## src/hdl/bhpq_ram.sv

```systemverilog
// Generic single-port-write, single-port-read RAM with a registered read.
// No dependencies.
`timescale 1ns / 1ps
`default_nettype none

module bhpq_ram #(
  parameter int WIDTH = 32,
  parameter int DEPTH = 128
) (
  input  wire logic                     clk,
  input  wire logic                     we,
  input  wire logic [$clog2(DEPTH)-1:0] waddr,
  input  wire logic [WIDTH-1:0]         wdata,
  input  wire logic [$clog2(DEPTH)-1:0] raddr,
  output logic      [WIDTH-1:0]         rdata
);

  logic [WIDTH-1:0] mem [DEPTH];

  always_ff @(posedge clk) begin
    if (we) begin
      mem[waddr] <= wdata;
    end
    rdata <= mem[raddr];
  end

endmodule

`default_nettype wire

```

## config.mk

```make
export PLATFORM = sky130hd
export DESIGN_NAME = bhpq_ram
export DESIGN_NICKNAME = d
export VERILOG_FILES = /design/src/hdl/bhpq_ram.sv
export SDC_FILE = /design/constraint.sdc
export NUM_CORES = 2
export LEC_CHECK = 0
export BUFFER_PORTS_ARGS = -buffer_cell sky130_fd_sc_hd__buf_2
export CAP_MARGIN = 20
export CORE_UTILIZATION = 55
export CTS_CLUSTER_SIZE = 40
export DETAILED_ROUTE_END_ITERATION = 7
export GPL_TIMING_DRIVEN = 1
export MAX_ROUTING_LAYER = met4
export PLACE_DENSITY_LB_ADDON = 0.08
export SKIP_CTS_REPAIR_TIMING = 1
export SYNTH_ARGS = -nofsm -noshare
export SYNTH_HDL_FRONTEND = slang
export SYNTH_SLANG_ARGS = --single-unit
```

## constraint.sdc

```tcl
create_clock -name clk -period 6.7 [get_ports clk]
set_clock_uncertainty 0.1 [all_clocks]
set_input_delay 1.34 -clock clk [delete_from_list [all_inputs] [get_ports clk]]
set_output_delay 1.34 -clock clk [all_outputs]
set_load 0.03 [all_outputs]
```

==> impl_metrics.env <==
export IMPL_num_fill_cells=18500
export IMPL_status="completed"
export IMPL_finalSetupViolations=0
export IMPL_grt_pass1_wl_um=587000
export IMPL_synth_seq_cells=4128
export IMPL_yosysSeqAreaShare_pct=79.1
export IMPL_multiInputGateArea_sq_um=32300
export IMPL_timing_setup_tns_ns=0
export IMPL_slowest_delay_ns=0.72
export IMPL_grt_setup_unrepaired="no"
export IMPL_antenna_found_initial=51
export IMPL_ys_flop_type="edfxtp_1"
export IMPL_yosys_top_cells_area="edfxtp_1 (79%), mux4_2 (19%), clkbuf_1 (0.44%)"
export IMPL_hpwl_um=248000
export IMPL_crit_top_cell="mux4_2"
export IMPL_start_util_pct=55.4
export IMPL_cellPowerDensity_nw_per_um2=307
export IMPL_fin_crit_sh_pct=62.5
export IMPL_grt_overflow=0
export IMPL_syn_num_nets=6038
export IMPL_crit_required_ns=7.43
export IMPL_gp_congestion=0.824
export IMPL_cts_buffer_depth=4
export IMPL_path_delay_family="multiplexers"
export IMPL_yosys_area_share_xor_xnor_pct=0
export IMPL_hold_ws_ns=0.812
export IMPL_die_h_um=535
export IMPL_area_growth_syn_to_layout_pct=13.5
export IMPL_grtUsageMet1_pct=42.4
export IMPL_synth_compound_area_share_pct=0
export IMPL_path_buf_inv=3
export IMPL_yosys_area_top_type="edfxtp_1"
export IMPL_gr_max_usage_layer="met2"
export IMPL_synth_top_area_share_pct=78.7
export IMPL_wl_per_cell_um=40.2
export IMPL_cp_max_fo=60
export IMPL_cts_htree_levels=5
export IMPL_intPower_mw=42.8
export IMPL_die_area_sq_um=286000
export IMPL_nNetsFinal=6493
export IMPL_cts_tree="done"
export IMPL_slowest_stage="mux4_2"
export IMPL_clkSlewWorstSetupHoldPaths_ns=0.06
export IMPL_p_seq_share_pct=52.6
export IMPL_fmax_ghz=0.239
export IMPL_place_port_buffers=79
export IMPL_comb_power_share_pct=5.3
export IMPL_min_period_ns=4.19
export IMPL_end_kind="register"
export IMPL_wl_um=427000
export IMPL_met3_usage_pct=5.07
export IMPL_switchingPower_mw=11.7
export IMPL_avgViaCountPerCell=6.71
export IMPL_coreArea_sq_um=282000
export IMPL_ir_drop_mv=0.249
export IMPL_crit_type="in -> reg"
export IMPL_reg2reg_to="rdata[4]"
export IMPL_async_reset_ff_share_pct=0
export IMPL_synth_edff_count=4096
export IMPL_netlist_instances=5990
export IMPL_p_sw_share_pct=21.5
export IMPL_synth_most_common_cell="edfxtp_1"
export IMPL_final_antenna_net_count=0
export IMPL_yosys_area_share_adder_pct=0
export IMPL_slew_headroom_pct=21.7
export IMPL_syn_avg_cell_area_sq_um=26.1
export IMPL_worst_path_stages=7
export IMPL_grt_pass1_vias=71400
export IMPL_start_kind="input pin"
export IMPL_synthTopCellsByCount="edfxtp_1 (4096), mux4_2 (1344), clkbuf_1 (182)"
export IMPL_grt_total_usage_pct=31.3
export IMPL_cts_buffers_inserted=407
export IMPL_vias=71300
export IMPL_root_buffer="clkbuf_16"
export IMPL_cts_sinks=4128
export IMPL_synth_area_mux_share_pct=19.6
export IMPL_clock_latency_ns=0.96
export IMPL_layout_drive_gt1_share_pct=36.1
export IMPL_r2r_start="mem[118][4]"
export IMPL_endpoint="rdata[9]"
export IMPL_drv_slew=0
export IMPL_hold_viol=0
export IMPL_rows=195
export IMPL_grt_max_degree=95
export IMPL_yosys_warnings=0
export IMPL_drt_initial_drc_count=9761
export IMPL_syn_cell_area_sq_um=156000
export IMPL_synth_distinct_cells=17
export IMPL_drt_pass1_iterations=5
export IMPL_cap_violations=0
export IMPL_io_pins=80
export IMPL_worst_pin_slew_ns=1.17
export IMPL_p_leak_nw=54.4
export IMPL_worstPathCellList="buf_12, buf_12, buf_4, mux4_2, mux4_2, mux4_2, mux2_2"
export IMPL_grtUsageMet2_pct=49.8
export IMPL_arrival_ns=4.92
export IMPL_drc=0
export IMPL_die_w_um=535
export IMPL_ff2ff_path_depth=4
export IMPL_regArea_sq_um=124000
export IMPL_power_frac_clock_pct=42.0
export IMPL_critPathLaunch="raddr[0]"
export IMPL_synth_top_family_by_area="multiplexers"
export IMPL_rrSetupSlack_ns=3.83
export IMPL_hold_path_class="in -> reg"
export IMPL_synthSimpleGateAreaFrac_pct=0.446
worst min-delay path by stage:
stage                        endpoint   startpoint  slack (ns)  cells after the start
after CTS                 mem[94][18]    wdata[18]        0.77                      1
after global routing      mem[94][18]    wdata[18]        0.78                      1
final                     mem[93][18]    wdata[18]        0.81                      1
after global placement      rdata[24]  mem[37][24]        1.00                      4
after detailed placement     rdata[5]  mem[120][5]        1.03                      4
after floorplan              rdata[0]   mem[36][0]        0.97                      4
worst register-to-register path, stage by stage, from the launching register on:
cell and delay, ns:
edfxtp_1 0.37, mux4_2 0.52, mux4_2 0.68, mux4_2 0.76, mux2_2 0.34
per-stage QoR:
step                cell area [sq um]  setup WS [ns]  total power, mW  util (%)  std cells
finish                         177000           2.51             54.4      62.9      10600
floorplan                      156000           2.02             30.5         -       5990
global placement               164000           1.55             32.1      58.0       9774
detailed placement             164000           1.55             32.1      58.1       9777
global route                   177000           2.44             55.7      62.8      10600
CTS                            177000           2.54             54.7      62.8      10500
logic make-up after synthesis:
logic type	count (synthesis)
buffers and inverters	316
DFF	4128
and+or+nand+nor	170
muxes	1376
cells in the final DEF, fill, tap and decap left out, types with 8 or more instances in the layout:
cell type	instances
buf_12	52
buf_2	40
buf_4	265
bufinv_16	45
clkbuf_1	91
clkbuf_16	413
clkbuf_8	11
clkinv_1	81
clkinv_2	70
clkinvlp_4	12
dfxtp_1	32
diode_2	94
edfxtp_1	4096
inv_16	10
mux2_2	32
mux4_2	1344
nand2_1	11
nand3_1	8
nor2_4	119
nor3_2	9
cell type report:
cell class | count | area share, %
Sequential cell | 4128 | 69.7
Tap cell | 3743 | 2.64
Timing Repair Buffer | 362 | 1.87
Antenna cell | 94 | 0.133
Multi-Input combinational cell | 1546 | 18.2
Clock buffer | 515 | 6.10
Clock inverter | 228 | 1.37
routing by layer:
| layer | wire (um) | up-vias | part of all wire (%) |
|---|---|---|---|
| met5 | 0 | - | 0 |
| met1 | 163000 | 39700 | 38 |
| met3 | 36400 | 568 | 8.5 |
| li1 | - | 27400 | - |
| met2 | 214000 | 3585 | 50 |
| met4 | 13500 | 0 | 3.2 |
state kept, by name (all words and copies together), names as in the netlist:
signal	count
rdata	32
mem	4096
power groups by stage:
stage	logic [mW]	clock network, mW	registers, mW
detailed placement	2.93	0	29.2
floorplan	1.38	0	29.2
CTS	2.93	23.1	28.7
global route	2.99	24.0	28.6
finish	2.90	22.9	28.7
global placement	2.88	0	29.2
Note: power is estimated with default switching activity, not from simulation.
