### src/hdl/bhpq_pkg.sv
// Shared types and constants for the binary heap priority queue.
// No dependencies; imported by the controller and the top level.
`timescale 1ns / 1ps
`default_nettype none

package bhpq_pkg;

  localparam int KEY_FIELD_W = 32;
  localparam int CNT_FIELD_W = 8;

  localparam logic OP_INSERT = 1'b0;
  localparam logic OP_POP    = 1'b1;

  typedef enum logic [1:0] {
    ST_INSERTED     = 2'd0,
    ST_POPPED       = 2'd1,
    ST_DROPPED_FULL = 2'd2,
    ST_POP_EMPTY    = 2'd3
  } status_t;

  typedef struct packed {
    logic [KEY_FIELD_W-1:0] popped_key;
    status_t                status;
    logic [CNT_FIELD_W-1:0] entries;
  } result_t;

endpackage

`default_nettype wire

### src/hdl/bhpq_ctrl.sv
// Heap sequencer: sift-up and sift-down over the key RAM, one level at a time.
// Depends on bhpq_pkg; drives the ports of one bhpq_ram instance.
`timescale 1ns / 1ps
`default_nettype none

module bhpq_ctrl #(
  parameter int DEPTH     = 128,
  parameter int KEY_WIDTH = 32
) (
  input  wire logic                                clk,
  input  wire logic                                rst,
  input  wire logic                                order_mode,
  input  wire logic                                in_valid,
  output logic                                     in_ready,
  input  wire logic                                op,
  input  wire logic [bhpq_pkg::KEY_FIELD_W-1:0]    key,
  output logic                                     res_valid,
  input  wire logic                                res_ready,
  output bhpq_pkg::result_t                        res,
  output logic                                     mem_we,
  output logic      [$clog2(DEPTH)-1:0]            mem_waddr,
  output logic      [KEY_WIDTH-1:0]                mem_wdata,
  output logic      [$clog2(DEPTH)-1:0]            mem_raddr,
  input  wire logic [KEY_WIDTH-1:0]                mem_rdata
);
  import bhpq_pkg::*;

  localparam int AW = $clog2(DEPTH);
  localparam int CW = $clog2(DEPTH + 1);

  typedef enum logic [9:0] {
    S_IDLE     = 10'b00_0000_0001,
    S_UP       = 10'b00_0000_0010,
    S_UP_CMP   = 10'b00_0000_0100,
    S_POP_ROOT = 10'b00_0000_1000,
    S_POP_LAST = 10'b00_0001_0000,
    S_DN       = 10'b00_0010_0000,
    S_DN_L     = 10'b00_0100_0000,
    S_DN_R     = 10'b00_1000_0000,
    S_DN_DEC   = 10'b01_0000_0000,
    S_DONE     = 10'b10_0000_0000
  } state_t;

  state_t               state;
  logic [CW-1:0]        count;
  logic [AW-1:0]        pos;
  logic [KEY_WIDTH-1:0] key_hold;
  logic [KEY_WIDTH-1:0] best;
  logic [AW-1:0]        best_idx;
  logic                 moved;
  logic [KEY_WIDTH-1:0] popped;
  status_t              res_status;

  logic [KEY_WIDTH-1:0]   key_ext;
  logic [KEY_FIELD_W-1:0] res_key;
  logic [CNT_FIELD_W-1:0] res_cnt;
  logic [AW-1:0]          parent;
  logic [CW:0]            lidx;
  logic [CW:0]            ridx;
  logic                   l_ok;
  logic                   r_ok;
  logic                   up_moves;

  function automatic logic better(input logic [KEY_WIDTH-1:0] a,
                                  input logic [KEY_WIDTH-1:0] b,
                                  input logic                 mode);
    logic gt;
    logic lt;
    gt = $signed(a) > $signed(b);
    lt = $signed(a) < $signed(b);
    return mode ? gt : lt;
  endfunction

  if (KEY_WIDTH > KEY_FIELD_W) begin : g_key_wide
    assign key_ext = {{(KEY_WIDTH - KEY_FIELD_W){1'b0}}, key};
    assign res_key = popped[KEY_FIELD_W-1:0];
  end else if (KEY_WIDTH == KEY_FIELD_W) begin : g_key_same
    assign key_ext = key;
    assign res_key = popped;
  end else begin : g_key_narrow
    assign key_ext = key[KEY_WIDTH-1:0];
    assign res_key = {{(KEY_FIELD_W - KEY_WIDTH){1'b0}}, popped};
  end

  if (CW > CNT_FIELD_W) begin : g_cnt_wide
    assign res_cnt = count[CNT_FIELD_W-1:0];
  end else if (CW == CNT_FIELD_W) begin : g_cnt_same
    assign res_cnt = count;
  end else begin : g_cnt_narrow
    assign res_cnt = {{(CNT_FIELD_W - CW){1'b0}}, count};
  end

  assign parent   = (pos - AW'(1)) >> 1;
  assign lidx     = ((CW + 1)'(pos) << 1) | (CW + 1)'(1);
  assign ridx     = lidx + (CW + 1)'(1);
  assign l_ok     = lidx < {1'b0, count};
  assign r_ok     = ridx < {1'b0, count};
  assign up_moves = better(key_hold, mem_rdata, order_mode);

  assign in_ready       = (state == S_IDLE);
  assign res_valid      = (state == S_DONE);
  assign res.popped_key = res_key;
  assign res.status     = res_status;
  assign res.entries    = res_cnt;

  always_comb begin
    mem_we    = 1'b0;
    mem_waddr = pos;
    mem_wdata = key_hold;
    mem_raddr = '0;
    case (state)
      S_UP: begin
        if (pos == '0) begin
          mem_we = 1'b1;
        end else begin
          mem_raddr = parent;
        end
      end
      S_UP_CMP: begin
        mem_we    = 1'b1;
        mem_wdata = up_moves ? mem_rdata : key_hold;
      end
      S_POP_ROOT: begin
        mem_raddr = count[AW-1:0];
      end
      S_DN: begin
        if (l_ok) begin
          mem_raddr = lidx[AW-1:0];
        end else begin
          mem_we = 1'b1;
        end
      end
      S_DN_L: begin
        mem_raddr = ridx[AW-1:0];
      end
      S_DN_DEC: begin
        mem_we    = 1'b1;
        mem_wdata = moved ? best : key_hold;
      end
      default: begin
      end
    endcase
  end

  always_ff @(posedge clk) begin
    if (rst) begin
      state <= S_IDLE;
      count <= '0;
    end else begin
      case (state)
        S_IDLE: begin
          if (in_valid) begin
            popped <= '0;
            if (op == OP_INSERT) begin
              if (count == CW'(DEPTH)) begin
                res_status <= ST_DROPPED_FULL;
                state      <= S_DONE;
              end else begin
                key_hold   <= key_ext;
                pos        <= count[AW-1:0];
                count      <= count + CW'(1);
                res_status <= ST_INSERTED;
                state      <= S_UP;
              end
            end else begin
              if (count == '0) begin
                res_status <= ST_POP_EMPTY;
                state      <= S_DONE;
              end else begin
                count      <= count - CW'(1);
                res_status <= ST_POPPED;
                state      <= S_POP_ROOT;
              end
            end
          end
        end
        S_UP: begin
          state <= (pos == '0) ? S_DONE : S_UP_CMP;
        end
        S_UP_CMP: begin
          if (up_moves) begin
            pos   <= parent;
            state <= S_UP;
          end else begin
            state <= S_DONE;
          end
        end
        S_POP_ROOT: begin
          popped <= mem_rdata;
          state  <= (count == '0) ? S_DONE : S_POP_LAST;
        end
        S_POP_LAST: begin
          key_hold <= mem_rdata;
          pos      <= '0;
          state    <= S_DN;
        end
        S_DN: begin
          state <= l_ok ? S_DN_L : S_DONE;
        end
        S_DN_L: begin
          if (better(mem_rdata, key_hold, order_mode)) begin
            best     <= mem_rdata;
            best_idx <= lidx[AW-1:0];
            moved    <= 1'b1;
          end else begin
            best  <= key_hold;
            moved <= 1'b0;
          end
          state <= r_ok ? S_DN_R : S_DN_DEC;
        end
        S_DN_R: begin
          if (better(mem_rdata, best, order_mode)) begin
            best     <= mem_rdata;
            best_idx <= ridx[AW-1:0];
            moved    <= 1'b1;
          end
          state <= S_DN_DEC;
        end
        S_DN_DEC: begin
          if (moved) begin
            pos   <= best_idx;
            state <= S_DN;
          end else begin
            state <= S_DONE;
          end
        end
        S_DONE: begin
          if (res_ready) begin
            state <= S_IDLE;
          end
        end
        default: begin
          state <= S_IDLE;
        end
      endcase
    end
  end

  a_count_bound: assert property (@(posedge clk) disable iff (rst)
    count <= CW'(DEPTH))
    else $error("entry count exceeds depth");

  a_dn_in_heap: assert property (@(posedge clk) disable iff (rst)
    (state == S_DN) |-> ((CW)'(pos) < count))
    else $error("sift-down position outside the heap");

  a_insert_count: assert property (@(posedge clk) disable iff (rst)
    (in_valid && in_ready && op == OP_INSERT && count != CW'(DEPTH))
      |=> (count == $past(count) + CW'(1)))
    else $error("insert did not grow the heap");

  a_count_hold: assert property (@(posedge clk) disable iff (rst)
    !(in_valid && in_ready) |=> $stable(count))
    else $error("entry count changed without an accepted word");

  a_no_write_idle: assert property (@(posedge clk) disable iff (rst)
    (state == S_IDLE || state == S_DONE) |-> !mem_we)
    else $error("key RAM written while no operation is active");

endmodule

`default_nettype wire

### config.mk
export PLATFORM = sky130hd
export DESIGN_NAME = bhpq_ctrl
export DESIGN_NICKNAME = d
export VERILOG_FILES = /design/src/hdl/bhpq_pkg.sv /design/src/hdl/bhpq_ctrl.sv
export SDC_FILE = /design/constraint.sdc
export NUM_CORES = 1
export LEC_CHECK = 0
export ABC_CLOCK_PERIOD_IN_PS = 6290
export BUFFER_PORTS_ARGS = -buffer_cell sky130_fd_sc_hd__buf_2
export CAP_MARGIN = 15
export CORE_ASPECT_RATIO = 2
export CORE_MARGIN = 2
export CORE_UTILIZATION = 50
export DETAILED_ROUTE_END_ITERATION = 16
export PLACE_DENSITY = 0.85
export RECOVER_POWER = 100
export SYNTH_ARGS = -nofsm -noshare
export SYNTH_HDL_FRONTEND = slang
export SYNTH_SLANG_ARGS = --single-unit
### constraint.sdc
create_clock -name clk -period 6.29 [get_ports clk]
set_input_delay 0.3145 -clock clk [delete_from_list [all_inputs] [get_ports clk]]
set_output_delay 0.3145 -clock clk [all_outputs]
set_load 0.005 [all_outputs]
==> results of run 1 <==
-- critical path, stage by stage (launching register included) --
cell,delay [ns]
edfxtp_1,0.43
inv_1,0.07
ha_1,0.34
a21oi_1,0.19
a21boi_0,0.11
a211oi_1,0.53
o311ai_0,0.28
o221ai_1,0.26
nor2_1,0.18
nor3_4,0.20
clkbuf_1,1.56
mux2_2,0.46
-- synthesized netlist by cell type (18+ instances only) --
master      n
edfxtp_1  113
a221o_1    39
inv_1      86
dfxtp_1    18
o21ai_0    27
clkbuf_1   22
mux2_2     61
nor2_1     62
a21oi_1    43
and3_1     25
and2_1     35
ha_1       87
nand2_1    38
-- path summary, 6_finish.rpt --
| check | from | endpoint | slack (ns) | cells past startpoint |
|---|---|---|---|---|
| hold / removal | key[3] | key_hold[3] | 0.19 | 2 |
| hold reg to reg | best_idx[6] | mem_waddr[6] | 0.56 | 1 |
| setup reg to reg | key_hold[30] | best[20] | 1.41 | 11 |
| setup / recovery | key_hold[30] | best[20] | 1.41 | 11 |
-- flip-flops by register name, indices dropped and copies added (netlist names) --
register,flops
mem_waddr,7
key_hold,32
count,8
best,32
best_idx,7
res_status,2
moved,1
state,10
popped,32
-- metal layers --
metal  track usage (%)  vias to the layer above
li1                  -                     3377
met1              25.0                     3490
met2              50.1                      301
met3              3.77                       94
met4              17.2                        0
met5                 0                        -
-- stage by stage --
step	area, sq um	utilization [%]	setup WS [ns]	hold slack, ns	total power [mW]
2_1_floorplan	8750	-	2.23	0.413	1.58
3_3_place_gp	9730	56.6	2.68	0.532	1.80
3_5_place_dp	9730	56.6	2.58	0.537	1.82
4_1_cts	10300	60.1	2.19	0.178	2.84
5_1_grt	10200	59.4	1.25	0.179	2.95
6_report	10200	59.4	1.41	0.191	2.83
-- power groups by stage --
| stage | registers [mW] | logic, mW | clock network [mW] |
|---|---|---|---|
| after floorplan | 1.11 | 0.473 | 0 |
| after global placement | 1.13 | 0.666 | 0 |
| after detailed placement | 1.13 | 0.688 | 0 |
| after CTS | 1.11 | 0.694 | 1.04 |
| after global routing | 1.12 | 0.761 | 1.07 |
| final | 1.12 | 0.683 | 1.03 |
-- logic make-up after synthesis --
family	count (synthesis)	share of synthesized area, %
XOR/XNOR	21	2.10
AO/OA/AOI/OAI	155	12.6
buffers and inverters	120	5.61
multiplexers	68	8.72
flip-flops	131	42.9
AND/OR/NAND/NOR	247	15.4
adder cells (fa/ha/maj)	88	12.7
-- layout by cell type (no fill, tap or decap), types with 6 or more instances in the layout --
cell type / n
buf_2: 112
edfxtp_1: 113
nand3_1: 17
and3_1: 25
o21ai_0: 27
xor2_1: 6
and2_1: 16
dfxtp_1: 18
clkbuf_16: 17
a21oi_1: 42
a21o_1: 6
nor3_1: 10
ha_1: 87
nor4_1: 10
and2_0: 19
nor2_1: 62
nand4_1: 11
nor2b_1: 10
clkinv_2: 6
nand2_1: 38
inv_1: 86
a221o_1: 39
clkbuf_1: 54
xnor2_1: 15
mux2_2: 59
-- area by class of cell --
cell class / count / area (sq um) / share of cell area, %
Multi-Input combinational cell: 579 / 4500 / 44.1
Sequential cell: 131 / 3750 / 36.7
Timing Repair Buffer: 167 / 778 / 7.62
Clock buffer: 19 / 433 / 4.24
Inverter: 86 / 323 / 3.16
Tap cell: 210 / 263 / 2.57
Clock inverter: 13 / 165 / 1.62
==> impl_metrics.json, run 1 <==
{
  "drt_pre_antenna_iters": 5,
  "die_h_um": 191,
  "skew_ns": 0.0114,
  "seq_area_frac_synth_pct": 42.9,
  "tritoncts": "done",
  "dieArea_sq_um": 18600,
  "drc": 0,
  "worstPathMaxFanout": 33,
  "drt-met1-wl_um": 8040,
  "ctsHoldBuffers": 0,
  "synth_cell_types": 63,
  "hold_violations": 0,
  "overflow": 0,
  "fin_cells": 1205,
  "cellLeakagePower_nw": 4.38,
  "period_share_pct": 77.5,
  "track_usage_pct": 26.0,
  "ys.flop_type": "edfxtp_1",
  "p_sw_share_pct": 29.4,
  "vias_per_cell": 6.03,
  "cts.root.buffer_cell": "clkbuf_16",
  "syn_inst": 830,
  "vias": 7262,
  "fin_tns_setup_ns": 0,
  "antenna_found_initial": 0,
  "pwr-share-seq_pct": 39.5,
  "yosysWarnings": 0,
  "area_growth_pct": 16.8,
  "insertedDiodeCount": 0,
  "synth-edff-count": 113,
  "wl_met3_um": 1190,
  "ir_drop_mv": 0.185,
  "yosys.area.top_type": "edfxtp_1",
  "violations": "max-capacitance violations, max-slew violations",
  "globalplace.congestion": 0.925,
  "place_inst": 1173,
  "crit_type": "flop to flop",
  "cts-buffers-inserted": 17,
  "design.portCount": 161,
  "min_path_type": "primary input to flop",
  "nets": 1140,
  "drt-initial-drc-count": 427,
  "clkPwrFrac_pct": 36.3,
  "h-tree-depth": 4,
  "p_int_mw": 1.99,
  "port_buffers": 160,
  "synth.avg_cell_area_sq_um": 10.5,
  "grt_start_max_net_pins": 42,
  "required_ns": 6.45,
  "finalSetupViolCount": 0,
  "first_global_vias": 7476,
  "core_area_sq_um": 17200,
  "critPathArrivalTime_ns": 5.04,
  "endpoint_kind": "flop",
  "status": "complete, but fails checks",
  "drt-total-wl_um": 24300,
  "fillers": 1484,
  "rsz0062_at_grt": "false",
  "wl_met2_um": 13600,
  "grt_pass1_wl_um": 37600,
  "synth_nets": 988,
  "slew_headroom_pct": -105,
  "synth_area_leaders": "edfxtp_1, ha_1, mux2_2",
  "clock_latency_ns": 0.43,
  "wire_per_inst_um": 20.1,
  "start_util_pct": 50.9,
  "fmax_ghz": 0.205,
  "top_layer": "met4",
  "power_frac_comb_pct": 24.2,
  "cts_resized": 0,
  "synth_top_area_share_pct": 38.8,
  "postCtsSetupBuffers": 0,
  "async_flop_share_pct": 0,
  "dp_hpwl_um": 17400,
  "row_count": 68,
  "ys_seq_elements": 131,
  "post_route_cells_drive_above_1_share_pct": 20.8,
  "antenna_left": 0,
  "tightest_slew_ns": 3.06,
  "cp-start-kind": "flop",
  "power.density_nw_per_um2": 277,
  "clk_path_buf_depth": 2,
  "period_needed_ns": 4.88,
  "cts.reportedPaths.clkPinSlew_ns": 0.06,
  "maxCapViolations": 5,
  "cts.sinks": 131,
  "slew_violations": 179,
  "dieWidth_um": 97.5,
  "netSwitchingPower_mw": 0.831,
  "syn_area_sq_um": 8750
}
Power figures use the tool's default switching activity.
==> run 2: changes to the inputs <==
--- a/config.mk
+++ b/config.mk
@@ -5,14 +5,15 @@
 export SDC_FILE = /design/constraint.sdc
 export NUM_CORES = 1
 export LEC_CHECK = 0
-export ABC_CLOCK_PERIOD_IN_PS = 6290
+export ABC_AREA = 1
+export ABC_CLOCK_PERIOD_IN_PS = 4600
 export BUFFER_PORTS_ARGS = -buffer_cell sky130_fd_sc_hd__buf_2
 export CAP_MARGIN = 15
 export CORE_ASPECT_RATIO = 2
 export CORE_MARGIN = 2
 export CORE_UTILIZATION = 50
 export DETAILED_ROUTE_END_ITERATION = 16
-export PLACE_DENSITY = 0.85
+export PLACE_DENSITY = 0.84
 export RECOVER_POWER = 100
 export SYNTH_ARGS = -nofsm -noshare
 export SYNTH_HDL_FRONTEND = slang
==> constraint.sdc (replaced) <==
create_clock -name clk -period 4.6 [get_ports clk]
set_input_delay 0.23 -clock clk [delete_from_list [all_inputs] [get_ports clk]]
set_output_delay 0.23 -clock clk [all_outputs]
set_load 0.005 [all_outputs]
==> impl_metrics.json, run 2 <==
{
  "vias_per_cell": 5.65,
  "yosys.area.top_type": "edfxtp_1",
  "seq_area_sq_um": 3750,
  "async_flop_share_pct": 0,
  "crit_type": "flop to output port",
  "cp-start-kind": "flop",
  "fmax_ghz": 0.257,
  "min_path_type": "primary input to flop",
  "ys_seq_elements": 131,
  "slew_violations": 169,
  "core_area_sq_um": 18200,
  "reg2reg_depth": 15,
  "cts.reportedPaths.clkPinSlew_ns": 0.06,
  "start_util_pct": 50.6,
  "die_h_um": 196,
  "top_regs": "best x32, key_hold x32, popped x32",
  "skew_ns": 0.0113,
  "cts-buffers-inserted": 17,
  "h-tree-depth": 4,
  "final_cell_mix": "nand2_1, inv_1, edfxtp_1, buf_2, o21ai_0",
  "track_usage_pct": 27.6,
  "hold_violations": 0,
  "synth.most_common_cell": "nand2_1",
  "worstPathMaxFanout": 17,
  "synth_cell_types": 51,
  "cts_resized": 0,
  "drt-initial-drc-count": 526,
  "status": "complete, but fails checks",
  "syn_inst": 1107,
  "dp_hpwl_um": 19800,
  "fillers": 1703,
  "tightest_slew_ns": 1.98,
  "whs_path_depth": 3,
  "design.portCount": 161,
  "violations": "max-capacitance violations, max-slew violations",
  "tritoncts": "done",
  "clk_path_buf_depth": 2,
  "seq_area_frac_synth_pct": 40.7,
  "rsz0062_at_grt": "false",
  "antenna_found_initial": 1,
  "postCtsSetupBuffers": 0,
  "ctsHoldBuffers": 0,
  "synth_top_area_share_pct": 36.8,
  "period_share_pct": 84.5,
  "dpl_worst_slack_ns": 1.19,
  "drt-total-wl_um": 27000,
  "area_growth_pct": 13.8,
  "setup_ws_ns": 0.711,
  "endpoint_kind": "output port",
  "first_global_vias": 8129,
  "critPathArrivalTime_ns": 3.66,
  "dieArea_sq_um": 19600,
  "synth_area_leaders": "edfxtp_1, ha_1, nand2_1",
  "ys_top_cells_by_count": "nand2_1, inv_1, edfxtp_1",
  "wire_per_inst_um": 18.1,
  "maxCapViolations": 4,
  "clock_latency_ns": 0.44,
  "port_buffers": 160,
  "period_needed_ns": 3.89,
  "power.density_nw_per_um2": 473,
  "vias": 8415,
  "fin_tns_setup_ns": 0,
  "multiInputGateArea_sq_um": 4510,
  "final_common_cell": "nand2_1",
  "nets": 1417,
  "synth.avg_cell_area_sq_um": 8.33,
  "grt_pass1_wl_um": 41300,
  "ys.flop_type": "edfxtp_1",
  "globalplace.congestion": 0.959,
  "overflow": 0,
  "ir_drop_mv": 0.272,
  "cts.sinks": 131,
  "yosysWarnings": 0,
  "synth-edff-count": 113,
  "drt_pre_antenna_iters": 6,
  "finalSetupViolCount": 0,
  "syn_area_sq_um": 9220,
  "grt_start_max_net_pins": 65,
  "required_ns": 4.37,
  "row_count": 70,
  "drc": 0,
  "antenna_left": 0,
  "post_route_cells_drive_above_1_share_pct": 14.4,
  "synth_nets": 1265,
  "cellLeakagePower_nw": 4.83,
  "slew_headroom_pct": -31.9,
  "dieWidth_um": 100,
  "cts.root.buffer_cell": "clkbuf_16"
}
==> run 2: power by group <==
| part | switching [mW] | leakage, nW | internal [mW] |
|---|---|---|---|
| combinational | 1.16 | 3.36 | 0.621 |
| sequential | 0.176 | 1.19 | 1.62 |
| clock | 0.544 | 0.275 | 0.847 |
| total | 1.88 | 4.83 | 3.09 |
==> run 2: kinds of logic after synthesis <==
family | synth area share (%)
buf+inv | 8.86
fa+ha+maj | 12.0
xor+xnor | 1.33
flops | 40.7
simple gates | 21.5
compound gates | 15.6
==> run 2: path summary, 6_finish.rpt <==
check             slack [ns]       endpoint  startpoint
setup / recovery        0.71  mem_wdata[28]    state[8]
hold / removal          0.07   key_hold[13]     key[13]
setup reg to reg        0.76        best[8]    best[31]
hold reg to reg         0.55       count[0]    count[0]
==> run 2: through the flow <==
step                      hold slack, ns  cells  area, sq um  power (mW)  util, %
final                             0.0728   1489        10500        4.97     57.6
after global routing              0.0950   1488        10500        5.26     57.6
after CTS                         0.0699   1488        10700        5.08     58.8
after detailed placement           0.514   1456        10100        3.69     55.6
after global placement             0.507   1456        10100        3.63     55.6
after floorplan                    0.303   1107         9220        3.07        -
==> run 2: routing by layer <==
| metal | share of wire, % | global-route usage (%) | vias to the layer above |
|---|---|---|---|
| met5 | 0 | 0 | - |
| met2 | 55 | 52.1 | 344 |
| li1 | - | - | 4057 |
| met4 | 5.4 | 15.2 | 0 |
| met1 | 34 | 28.1 | 3936 |
| met3 | 6.1 | 4.38 | 78 |
==> run 2: worst max-delay path: stages (launching register included) <==
cell and delay [ns]:
dfxtp_1 0.35, nor2_1 0.40, inv_1 0.18, nor3_1 0.31
buf_4 0.30, inv_1 0.24, nand2_2 0.47, nand2_1 0.46
nand2_1 0.17, nand4_1 0.17, buf_2 0.17
==> run 2: final cells by class <==
type / instances / area share [%]
multi-input cells: 784 / 43.0
flip-flops and latches: 131 / 35.7
repair buffers: 165 / 7.33
inverters: 160 / 5.72
clock buffers: 18 / 4.09
well taps: 216 / 2.57
clock inverters: 14 / 1.56
diodes: 1 / 0.0238
